## src/rtl/c2i_pkg.sv

```systemverilog
// ----------------------------------------------------------------------------
// c2i_pkg: shared types and constants for the col2im accumulator
// Beat payloads, configuration record, register indexes and fixed limits.
// ----------------------------------------------------------------------------
`timescale 1ns / 1ps
`default_nettype none

package c2i_pkg;

   // Default geometry of the image store
   localparam int CHANNELS_DEF    = 16;
   localparam int MAX_IMAGE_H_DEF = 32;
   localparam int MAX_IMAGE_W_DEF = 32;

   // Limits on kernel taps and output positions of accumulate beats
   localparam int MAX_KERNEL = 16;
   localparam int MAX_OUT    = 64;

   // Width used for position arithmetic (holds 63*15 + 15*15 and all limits)
   localparam int POS_W = 12;

   localparam int VALUE_W = 32;
   localparam int ACC_W   = 40;

   localparam logic [ACC_W-1:0] ACC_MAX = {1'b0, {(ACC_W-1){1'b1}}};
   localparam logic [ACC_W-1:0] ACC_MIN = {1'b1, {(ACC_W-1){1'b0}}};

   // Command queue between front and back
   localparam int QUEUE_DEPTH = 2;

   localparam logic FUNC_ACCUM = 1'b0;
   localparam logic FUNC_READ  = 1'b1;

   typedef enum logic [3:0] {
      CSR_STRIDE_H = 4'd0,
      CSR_STRIDE_W = 4'd1,
      CSR_PAD_H    = 4'd2,
      CSR_PAD_W    = 4'd3,
      CSR_DIL_H    = 4'd4,
      CSR_DIL_W    = 4'd5,
      CSR_IMAGE_H  = 4'd6,
      CSR_IMAGE_W  = 4'd7
   } c2i_csr_type;

   typedef struct packed {
      logic              func;
      logic [3:0]        channel;
      logic [3:0]        kernel_row;
      logic [3:0]        kernel_col;
      logic [5:0]        row_index;
      logic [5:0]        col_index;
      logic signed [31:0] value;
   } c2i_req_type;

   typedef struct packed {
      logic signed [39:0] pixel_value;
      logic               in_range;
   } c2i_rsp_type;

   typedef struct packed {
      logic [3:0] stride_h;
      logic [3:0] stride_w;
      logic [3:0] pad_h;
      logic [3:0] pad_w;
      logic [3:0] dil_h;
      logic [3:0] dil_w;
      logic [5:0] image_h;
      logic [5:0] image_w;
   } c2i_cfg_type;

   // Classification of a queued command
   typedef struct packed {
      logic is_read;
      logic hit;      // position lies inside the image and all indexes are in range
   } c2i_op_type;

endpackage

`default_nettype wire

```

## src/rtl/c2i_queue.sv

```systemverilog
// ----------------------------------------------------------------------------
// c2i_queue: short command queue
// Two-entry FIFO between the front decode and the back store update.
// ----------------------------------------------------------------------------
`timescale 1ns / 1ps
`default_nettype none

module c2i_queue #(
   parameter int WIDTH = 48
) (
   input  wire              clock,
   input  wire              reset,
   input  wire              push,
   input  wire [WIDTH-1:0]  push_data,
   input  wire              pop,
   output logic             not_empty,
   output logic             full,
   output logic [WIDTH-1:0] pop_data
);
   import c2i_pkg::*;

   localparam int PTR_W = (QUEUE_DEPTH > 1) ? $clog2(QUEUE_DEPTH) : 1;
   localparam int CNT_W = $clog2(QUEUE_DEPTH + 1);

   logic [WIDTH-1:0] entry_ff [QUEUE_DEPTH];
   logic [PTR_W-1:0] wr_ptr_ff, wr_ptr_in, rd_ptr_ff, rd_ptr_in;
   logic [CNT_W-1:0] count_ff, count_in;
   logic             do_push, do_pop;

   always_comb begin
      not_empty = (count_ff != '0);
      full      = (count_ff == CNT_W'(QUEUE_DEPTH));
      do_push   = push && !full;
      do_pop    = pop && not_empty;
      pop_data  = entry_ff[rd_ptr_ff];
      wr_ptr_in = do_push ? wr_ptr_ff + 1'b1 : wr_ptr_ff;
      rd_ptr_in = do_pop ? rd_ptr_ff + 1'b1 : rd_ptr_ff;
      count_in  = count_ff + CNT_W'(do_push) - CNT_W'(do_pop);
   end

   always_ff @(posedge clock) begin
      if (reset) begin
         wr_ptr_ff <= '0;
         rd_ptr_ff <= '0;
         count_ff  <= '0;
      end else begin
         wr_ptr_ff <= wr_ptr_in;
         rd_ptr_ff <= rd_ptr_in;
         count_ff  <= count_in;
      end
      if (do_push) begin
         entry_ff[wr_ptr_ff] <= push_data;
      end
   end

endmodule

`default_nettype wire

```

## config.mk

```make
export PLATFORM = sky130hd
export DESIGN_NAME = c2i_queue
export DESIGN_NICKNAME = d
export VERILOG_FILES = /design/src/rtl/c2i_pkg.sv /design/src/rtl/c2i_queue.sv
export SDC_FILE = /design/constraint.sdc
export NUM_CORES = 1
export LEC_CHECK = 0
export BUFFER_PORTS_ARGS = -buffer_cell sky130_fd_sc_hd__buf_2
export CAP_MARGIN = 20
export CELL_PAD_IN_SITES_DETAIL_PLACEMENT = 0
export CELL_PAD_IN_SITES_GLOBAL_PLACEMENT = 1
export CORE_ASPECT_RATIO = 1.25
export CORE_MARGIN = 2
export CORE_UTILIZATION = 40
export DETAILED_ROUTE_END_ITERATION = 6
export GPL_ROUTABILITY_DRIVEN = 0
export PLACE_DENSITY = 0.86
export SLEW_MARGIN = 20
export SYNTH_ARGS = -nofsm -noshare
export SYNTH_HDL_FRONTEND = slang
export SYNTH_SLANG_ARGS = --single-unit
```

## constraint.sdc

```tcl
create_clock -name clock -period 3.4 [get_ports clock]
set_input_delay 1.02 -clock clock [delete_from_list [all_inputs] [get_ports clock]]
set_output_delay 1.02 -clock clock [all_outputs]
set_load 0.1 [all_outputs]
```

==> flow_summary.yaml <==
run_status:
  status: "finished clean"
timing:
  finalSetupTns_ns: 0
  max_clock_freq_ghz: 0.367
  grt_setup_unrepaired: "false"
  tightest_slew_ns: 0.498
  drv_slew: 0
  timing.slew.headroom_pct: 67.0
  setup_viol: 0
  holdWs_ns: 0.489
  period_share_pct: 80.2
  fin_skew_ns: 0.00430
  min_period_ns: 2.73
  hold_viol_final: 0
route:
  route.met2.wl_um: 3290
  dr_wl_met3_um: 303
  drt_pass1_iterations: 4
  m1WireLength_um: 2440
  wl_um: 6200
  drc_errors: 0
  num_vias: 1921
  detail_route.vias_per_cell: 4.63
  drt_iter0_drc: 98
  wire_per_inst_um: 14.9
  highest_layer: "met4"
  antenna_left: 0
clocking:
  post_cts_buffers: 0
  cts_tree: "built"
  ctsHoldBuffers: 0
  post_cts_resize_count: 0
  cts_buffers: 9
  clk_pin_slew_worst_paths_ns: 0.06
  clockBufferDepth: 2
  clock-root-buffer: "clkbuf_16"
  htreeDepth: 3
  cts_sinks: 101
  clkLatencyLatePin_ns: 0.34
critical_path:
  cp.required_ns: 2.38
  r2r_cells: 5
  slowest_delay_ns: 0.40
  worst_ep_arrival_time_ns: 1.71
  critPathBufInv: 2
  slowest_stage: "mux2_2"
  cpLargestDelayFamily: "buffers and inverters"
  critPathKind: "flop to output port"
  crit_cells: 3
  cp_cell_sequence: "buf_4 -> mux2_2 -> buf_2"
  path_max_fanout: 27
  worstSetupStartpointType: "flop"
  end_kind: "output port"
synthesis:
  netlist.area_leader.share_pct: 77.9
  synthesis.area_sq_um: 3700
  syn_area_per_cell_sq_um: 21.0
  synth.distinct_cells: 23
  synth.largest_area_cell: "edfxtp_1"
  netlist_top_cells_area: "edfxtp_1, mux2_2, dfxtp_1"
  synthesis.nets: 230
  synth-seq-cells: 101
  syn_inst: 176
  ys_seq_area_share_pct: 80.6
  synth-warning-count: 0
die:
  start_util_pct: 40.8
  ios: 102
  core-area_sq_um: 9080
  die-area_sq_um: 10000
  die_y_um: 112
  die_width_um: 90.0
  rows: 39
global_routing:
  gr-total-overflow: 0
  grt_start_max_net_pins: 35
  grt_pass1_wl_um: 9690
  grt_use_total_pct: 12.9
  antenna_found_initial: 0
  grt_pass1_vias: 2023
final_layout:
  drive_gt1_share_pct: 59.2
  final_util_pct: 51.9
  fillers: 761
  stdcell_area_sq_um: 4710
  area_growth_pct: 27.4
  diodes: 0
  finalNetCount: 341
placed_design:
  place_area_sq_um: 4380
  io_buffers: 101
  dp_hpwl_um: 4110
run:
  maxCapViolCount: 0
min_path:
  whs_path_depth: 2
  hp-class: "flop to flop"
-- cell type report --
class	instances	area, sq um	share of cell area [%]
flip-flops and latches	101	2980	63.3
multi-input cells	66	662	14.0
repair buffers	105	561	11.9
clock buffers	10	229	4.86
well taps	123	154	3.26
clock inverters	6	110	2.34
inverters	4	15.0	0.318
-- routing by layer --
metal  vias to the layer above  track usage (%)
li1                        905                -
met1                       944             13.5
met2                        60             22.7
met3                        12             3.45
met4                         0             8.31
met5                         -                0
-- registers in the layout, summed over array words and instances (netlist names), named ones only --
name       flops
entry_ff      96
rd_ptr_ff      1
wr_ptr_ff      1
count_ff       2
-- path summary, 6_finish.rpt --
kind | slack (ns) | from | endpoint
max | 0.67 | flop | pop_data[42]
min | 0.49 | wr_ptr_ff | wr_ptr_ff
max reg2reg | 1.58 | count_ff[0] | entry_ff[0][17]
min reg2reg | 0.49 | wr_ptr_ff | wr_ptr_ff
-- worst min-delay path, cell delays in order (launching register included) --
cell and delay, ns:
dfxtp_1 0.31, o21ai_0 0.07, a21oi_1 0.06
-- cell families after synthesis --
logic type,synth area share [%]
AOI/OAI and AO/OA,0.473
xor gates and xnor gates,0.474
adders and majority gates,0.676
buffers and inverters,1.49
DFF,80.6
muxes,14.6
and+or+nand+nor,1.66
-- cells in the mapped netlist (all sizes together) --
library cell and n:
xnor2 1, nor3 1, edfxtp 96, o21ai 1, and3 1, nand2 1
inv 4, or2 1, nor2 3, buf 5, mux2 48, or3 1
xor2 1, nor2b 1, ha 2, nand2b 1, o21a 1, dfxtp 5
a21oi 1, and2 1
-- cell usage in the layout, fill, tap and decap left out, types with 2 or more instances in the layout --
master | synthesis | layout
clkbuf_16 | 0 | 9
inv_2 | 1 | 2
buf_4 | 1 | 2
buf_12 | 0 | 2
bufinv_16 | 0 | 3
edfxtp_1 | 96 | 96
ha_1 | 2 | 2
mux2_2 | 48 | 48
nor2_1 | 3 | 3
inv_1 | 3 | 2
dfxtp_1 | 5 | 4
buf_2 | 2 | 101
-- per-stage QoR --
stage	instances	setup slack, ns
global route	415	0.607
detailed placement	399	0.909
global placement	399	0.934
floorplan	176	0.640
CTS	415	0.638
finish	415	0.673
Power is not shown: default switching activity piles up to over one toggle a cycle in this logic, so the estimate is an artifact.
