`src/rtl/c2i_pkg.sv`:
```
// ----------------------------------------------------------------------------
// c2i_pkg: shared types and constants for the col2im accumulator
// Beat payloads, configuration record, register indexes and fixed limits.
// ----------------------------------------------------------------------------
`timescale 1ns / 1ps
`default_nettype none

package c2i_pkg;

   // Default geometry of the image store
   localparam int CHANNELS_DEF    = 16;
   localparam int MAX_IMAGE_H_DEF = 32;
   localparam int MAX_IMAGE_W_DEF = 32;

   // Limits on kernel taps and output positions of accumulate beats
   localparam int MAX_KERNEL = 16;
   localparam int MAX_OUT    = 64;

   // Width used for position arithmetic (holds 63*15 + 15*15 and all limits)
   localparam int POS_W = 12;

   localparam int VALUE_W = 32;
   localparam int ACC_W   = 40;

   localparam logic [ACC_W-1:0] ACC_MAX = {1'b0, {(ACC_W-1){1'b1}}};
   localparam logic [ACC_W-1:0] ACC_MIN = {1'b1, {(ACC_W-1){1'b0}}};

   // Command queue between front and back
   localparam int QUEUE_DEPTH = 2;

   localparam logic FUNC_ACCUM = 1'b0;
   localparam logic FUNC_READ  = 1'b1;

   typedef enum logic [3:0] {
      CSR_STRIDE_H = 4'd0,
      CSR_STRIDE_W = 4'd1,
      CSR_PAD_H    = 4'd2,
      CSR_PAD_W    = 4'd3,
      CSR_DIL_H    = 4'd4,
      CSR_DIL_W    = 4'd5,
      CSR_IMAGE_H  = 4'd6,
      CSR_IMAGE_W  = 4'd7
   } c2i_csr_type;

   typedef struct packed {
      logic              func;
      logic [3:0]        channel;
      logic [3:0]        kernel_row;
      logic [3:0]        kernel_col;
      logic [5:0]        row_index;
      logic [5:0]        col_index;
      logic signed [31:0] value;
   } c2i_req_type;

   typedef struct packed {
      logic signed [39:0] pixel_value;
      logic               in_range;
   } c2i_rsp_type;

   typedef struct packed {
      logic [3:0] stride_h;
      logic [3:0] stride_w;
      logic [3:0] pad_h;
      logic [3:0] pad_w;
      logic [3:0] dil_h;
      logic [3:0] dil_w;
      logic [5:0] image_h;
      logic [5:0] image_w;
   } c2i_cfg_type;

   // Classification of a queued command
   typedef struct packed {
      logic is_read;
      logic hit;      // position lies inside the image and all indexes are in range
   } c2i_op_type;

endpackage

`default_nettype wire

```
`src/rtl/c2i_front.sv`:
```
// ----------------------------------------------------------------------------
// c2i_front: command decode and address generation
// Maps an accepted beat to an image position, checks it and forms the address.
// ----------------------------------------------------------------------------
`timescale 1ns / 1ps
`default_nettype none

module c2i_front #(
   parameter int CHANNELS    = 16,
   parameter int MAX_IMAGE_H = 32,
   parameter int MAX_IMAGE_W = 32,
   parameter int ADDR_W      = 14
) (
   input  wire                 accept,
   input  c2i_pkg::c2i_req_type req_data,
   input  c2i_pkg::c2i_cfg_type cfg,
   output logic                push,
   output c2i_pkg::c2i_op_type  push_op,
   output logic [ADDR_W-1:0]   push_addr,
   output logic [31:0]         push_value
);
   import c2i_pkg::*;

   logic              is_read;
   logic [POS_W-1:0]  row_pos, col_pos, row_pad, col_pad;
   logic [POS_W-1:0]  row_rel, col_rel, h_eff, w_eff;
   logic              ch_ok, row_ok, col_ok, tap_ok, out_ok, hit;

   always_comb begin
      is_read = (req_data.func == FUNC_READ);

      // Smaller of configured size and store size
      h_eff = (POS_W'(cfg.image_h) < POS_W'(MAX_IMAGE_H)) ?
              POS_W'(cfg.image_h) : POS_W'(MAX_IMAGE_H);
      w_eff = (POS_W'(cfg.image_w) < POS_W'(MAX_IMAGE_W)) ?
              POS_W'(cfg.image_w) : POS_W'(MAX_IMAGE_W);

      if (is_read) begin
         row_pos = POS_W'(req_data.row_index);
         col_pos = POS_W'(req_data.col_index);
         row_pad = '0;
         col_pad = '0;
      end else begin
         row_pos = POS_W'(req_data.row_index) * POS_W'(cfg.stride_h)
                 + POS_W'(req_data.kernel_row) * POS_W'(cfg.dil_h);
         col_pos = POS_W'(req_data.col_index) * POS_W'(cfg.stride_w)
                 + POS_W'(req_data.kernel_col) * POS_W'(cfg.dil_w);
         row_pad = POS_W'(cfg.pad_h);
         col_pad = POS_W'(cfg.pad_w);
      end

      row_rel = row_pos - row_pad;
      col_rel = col_pos - col_pad;

      // Negative positions show up as pos < pad
      row_ok = (row_pos >= row_pad) && (row_rel < h_eff);
      col_ok = (col_pos >= col_pad) && (col_rel < w_eff);
      ch_ok  = POS_W'(req_data.channel) < POS_W'(CHANNELS);
      tap_ok = (POS_W'(req_data.kernel_row) < POS_W'(MAX_KERNEL)) &&
               (POS_W'(req_data.kernel_col) < POS_W'(MAX_KERNEL));
      out_ok = (POS_W'(req_data.row_index) < POS_W'(MAX_OUT)) &&
               (POS_W'(req_data.col_index) < POS_W'(MAX_OUT));
      hit    = ch_ok && row_ok && col_ok && (is_read || (tap_ok && out_ok));

      // Accumulates that miss are dropped here; reads always get a response
      push            = accept && (is_read || hit);
      push_op.is_read = is_read;
      push_op.hit     = hit;
      push_addr       = ADDR_W'(req_data.channel) * ADDR_W'(MAX_IMAGE_H * MAX_IMAGE_W)
                      + ADDR_W'(row_rel) * ADDR_W'(MAX_IMAGE_W)
                      + ADDR_W'(col_rel);
      push_value      = req_data.value;
   end

endmodule

`default_nettype wire

```
`config.mk`:
```
export PLATFORM = sky130hd
export DESIGN_NAME = c2i_front
export DESIGN_NICKNAME = d
export VERILOG_FILES = /design/src/rtl/c2i_pkg.sv /design/src/rtl/c2i_front.sv
export SDC_FILE = /design/constraint.sdc
export NUM_CORES = 1
export LEC_CHECK = 0
export ABC_AREA = 1
export BUFFER_PORTS_ARGS = -buffer_cell sky130_fd_sc_hd__buf_4
export CORE_MARGIN = 2
export CORE_UTILIZATION = 56
export DETAILED_ROUTE_END_ITERATION = 16
export PLACE_DENSITY = 0.93
export SLEW_MARGIN = 20
export SYNTH_ARGS = -nofsm -noshare
export SYNTH_HDL_FRONTEND = slang
export SYNTH_SLANG_ARGS = --single-unit
export TNS_END_PERCENT = 100
```
`constraint.sdc`:
```
create_clock -name vclk -period 7.1
set_input_delay 0.355 -clock vclk [all_inputs]
set_output_delay 0.355 -clock vclk [all_outputs]
set_load 0.05 [all_outputs]
```
==> flow_metrics.tcl <==
set metrics [dict create \
    status "completed" \
    combinationalPowerShare_pct 100.0 \
    synth_cells 741 \
    grt_pass1_wl_um 18800 \
    power.internal_mw 0.725 \
    grt_pass1_vias 4681 \
    dp_cells 887 \
    synth_top_family_by_area "adder cells" \
    switchingPower_mw 1.39 \
    path_buf_inv 7 \
    die_w_um 96.9 \
    routabilityCongestion 0.856 \
    max_freq_mhz 149 \
    regArea_um2 0 \
    layout.nets 1012 \
    slew_viol_final 0 \
    synth_compound_area_share_pct 4.40 \
    final_util_pct 64.0 \
    pre_cts_ws_ns 0.163 \
    drc 0 \
    nClkBuffers 0 \
    worstMarginPinSlew_ns 0.445 \
    synth_mux_area_share_pct 0.415 \
    antenna_cells 0 \
    crit_path_frequent_cell "nand2_1" \
    global_route.usage.total_pct 23.0 \
    drt_pass1_iterations 4 \
    drv_cap 0 \
    worst_ep_arrival_time_ns 6.35 \
    flops_and_latches 0 \
    core_mm2 0.00830 \
    timing.hold.ws_ns 0.710 \
    p_leak_nw 3.56 \
    switching_share_pct 65.7 \
    drtIter0Drc 101 \
    via_count 4359 \
    netlist_area_mm2 0.00483 \
    fp.dieH_um 96.9 \
    drt_wl_total_um 10300 \
    final_cell_mix "inv_1, nand2_1, ha_1, buf_4, fa_1" \
    crit_fanout 4 \
    area_growth_pct 10.0 \
    dp_hpwl_um 9260 \
    synth_nets 969 \
    fin_cells 887 \
    slew_headroom_pct 70.0 \
    ir_drop_uv 366 \
    post_cts_buffers 0 \
    die-area_mm2 0.00938 \
    hold_class "in2out" \
    synth.area.top_cells "fa_1, ha_1, inv_1" \
    final_common_cell "inv_1" \
    power.density_mw_per_mm2 397 \
    yosys.area.top_type "fa_1" \
    synthAdderAreaFrac_pct 43.0 \
    fin_crit_ns 6.71 \
    gr-total-overflow 0 \
    placement_rows 33 \
    fin_crit_sh_pct 94.5 \
    synth-xor-area-share_pct 3.08 \
    p_seq_share_pct 0 \
    cts_resized 0 \
    hold_viol 0 \
    synth-simple-area-share_pct 26.2 \
    start_util_pct 58.2 \
    grt_antenna_before_repair 0 \
    critPathTopFamily "adder cells" \
    synth_top_area_share_pct 22.0 \
    ios 143 \
    end_kind "output pin" \
    worstPathRequired_ns 6.74 \
    cpPeakStageDelay_ns 0.54 \
    hold_buffers 0 \
    synth-seq-area-share_pct 0 \
    synth_cell_types 31 \
    syn_avg_cell_area_um2 6.52 \
    setup_ws_ns 0.392 \
    tns_ns 0 \
    start_kind "primary input" \
    drive_gt1_share_pct 13.8 \
    avgRoutedWirePerCell_um 11.6 \
    slowest_stage "fa_1" \
    grt_max_degree 29 \
    io_buffers 79 \
    vias_per_cell 4.91 \
    ys_warn_count 0 \
    crit_type "in2out" \
    finalSetupViolations 0 \
    clockPowerShare_pct 0 \
    ant_nets 0 \
]
## metrics by stage
| step | area [um^2] | power (mW) |
|---|---|---|
| 2_1_floorplan | 4830 | 1.64 |
| 3_3_place_gp | 5270 | 2.01 |
| 3_5_place_dp | 5270 | 2.06 |
| 4_1_cts | 5270 | 2.07 |
| 5_1_grt | 5310 | 2.35 |
| 6_report | 5310 | 2.11 |
## Yosys cell counts, drive strengths merged (2+ instances only)
cell,instances
xnor2,6
inv,218
nand2,206
xor2,11
nor2,30
or2,2
o21ai,8
ha,81
fa,53
o21bai,2
mux2i,2
a21oi,25
nand3,44
buf,37
nand4,6
nand3b,5
## metal layers
layer | GRT usage, % | wire length [um] | vias up
met5 | 0 | 0 | -
met4 | 5.53 | 170 | 0
met3 | 1.88 | 327 | 14
met2 | 47.0 | 5710 | 81
met1 | 25.0 | 4100 | 2025
li1 | - | - | 2239
## power groups by stage
stage	clock network [mW]	logic, mW	registers [mW]
2_1_floorplan	0	1.64	0
3_3_place_gp	0	2.01	0
3_5_place_dp	0	2.06	0
4_1_cts	0	2.07	0
5_1_grt	0	2.35	0
6_report	0	2.11	0
## final timing paths
path / startpoint / end / slack [ns] / cells past startpoint
worst max-delay path: cfg[13] / push_addr[13] / 0.39 / 33
worst min-delay path: req_data[0] / push_value[0] / 0.71 / 0
## cells by family after synthesis
logic type,after synthesis
and+or+nand+nor,294
buffers and inverters,256
muxes,2
adders and majority gates,134
xor gates and xnor gates,17
AOI/OAI and AO/OA,38
## cell type report
class                      count  area (um^2)
inverter                     218          821
tap                          105          131
multi-input combinational    485         3770
timing repair buffer          79          593
fill                         689         2990
(Power assumes the default switching activity.)
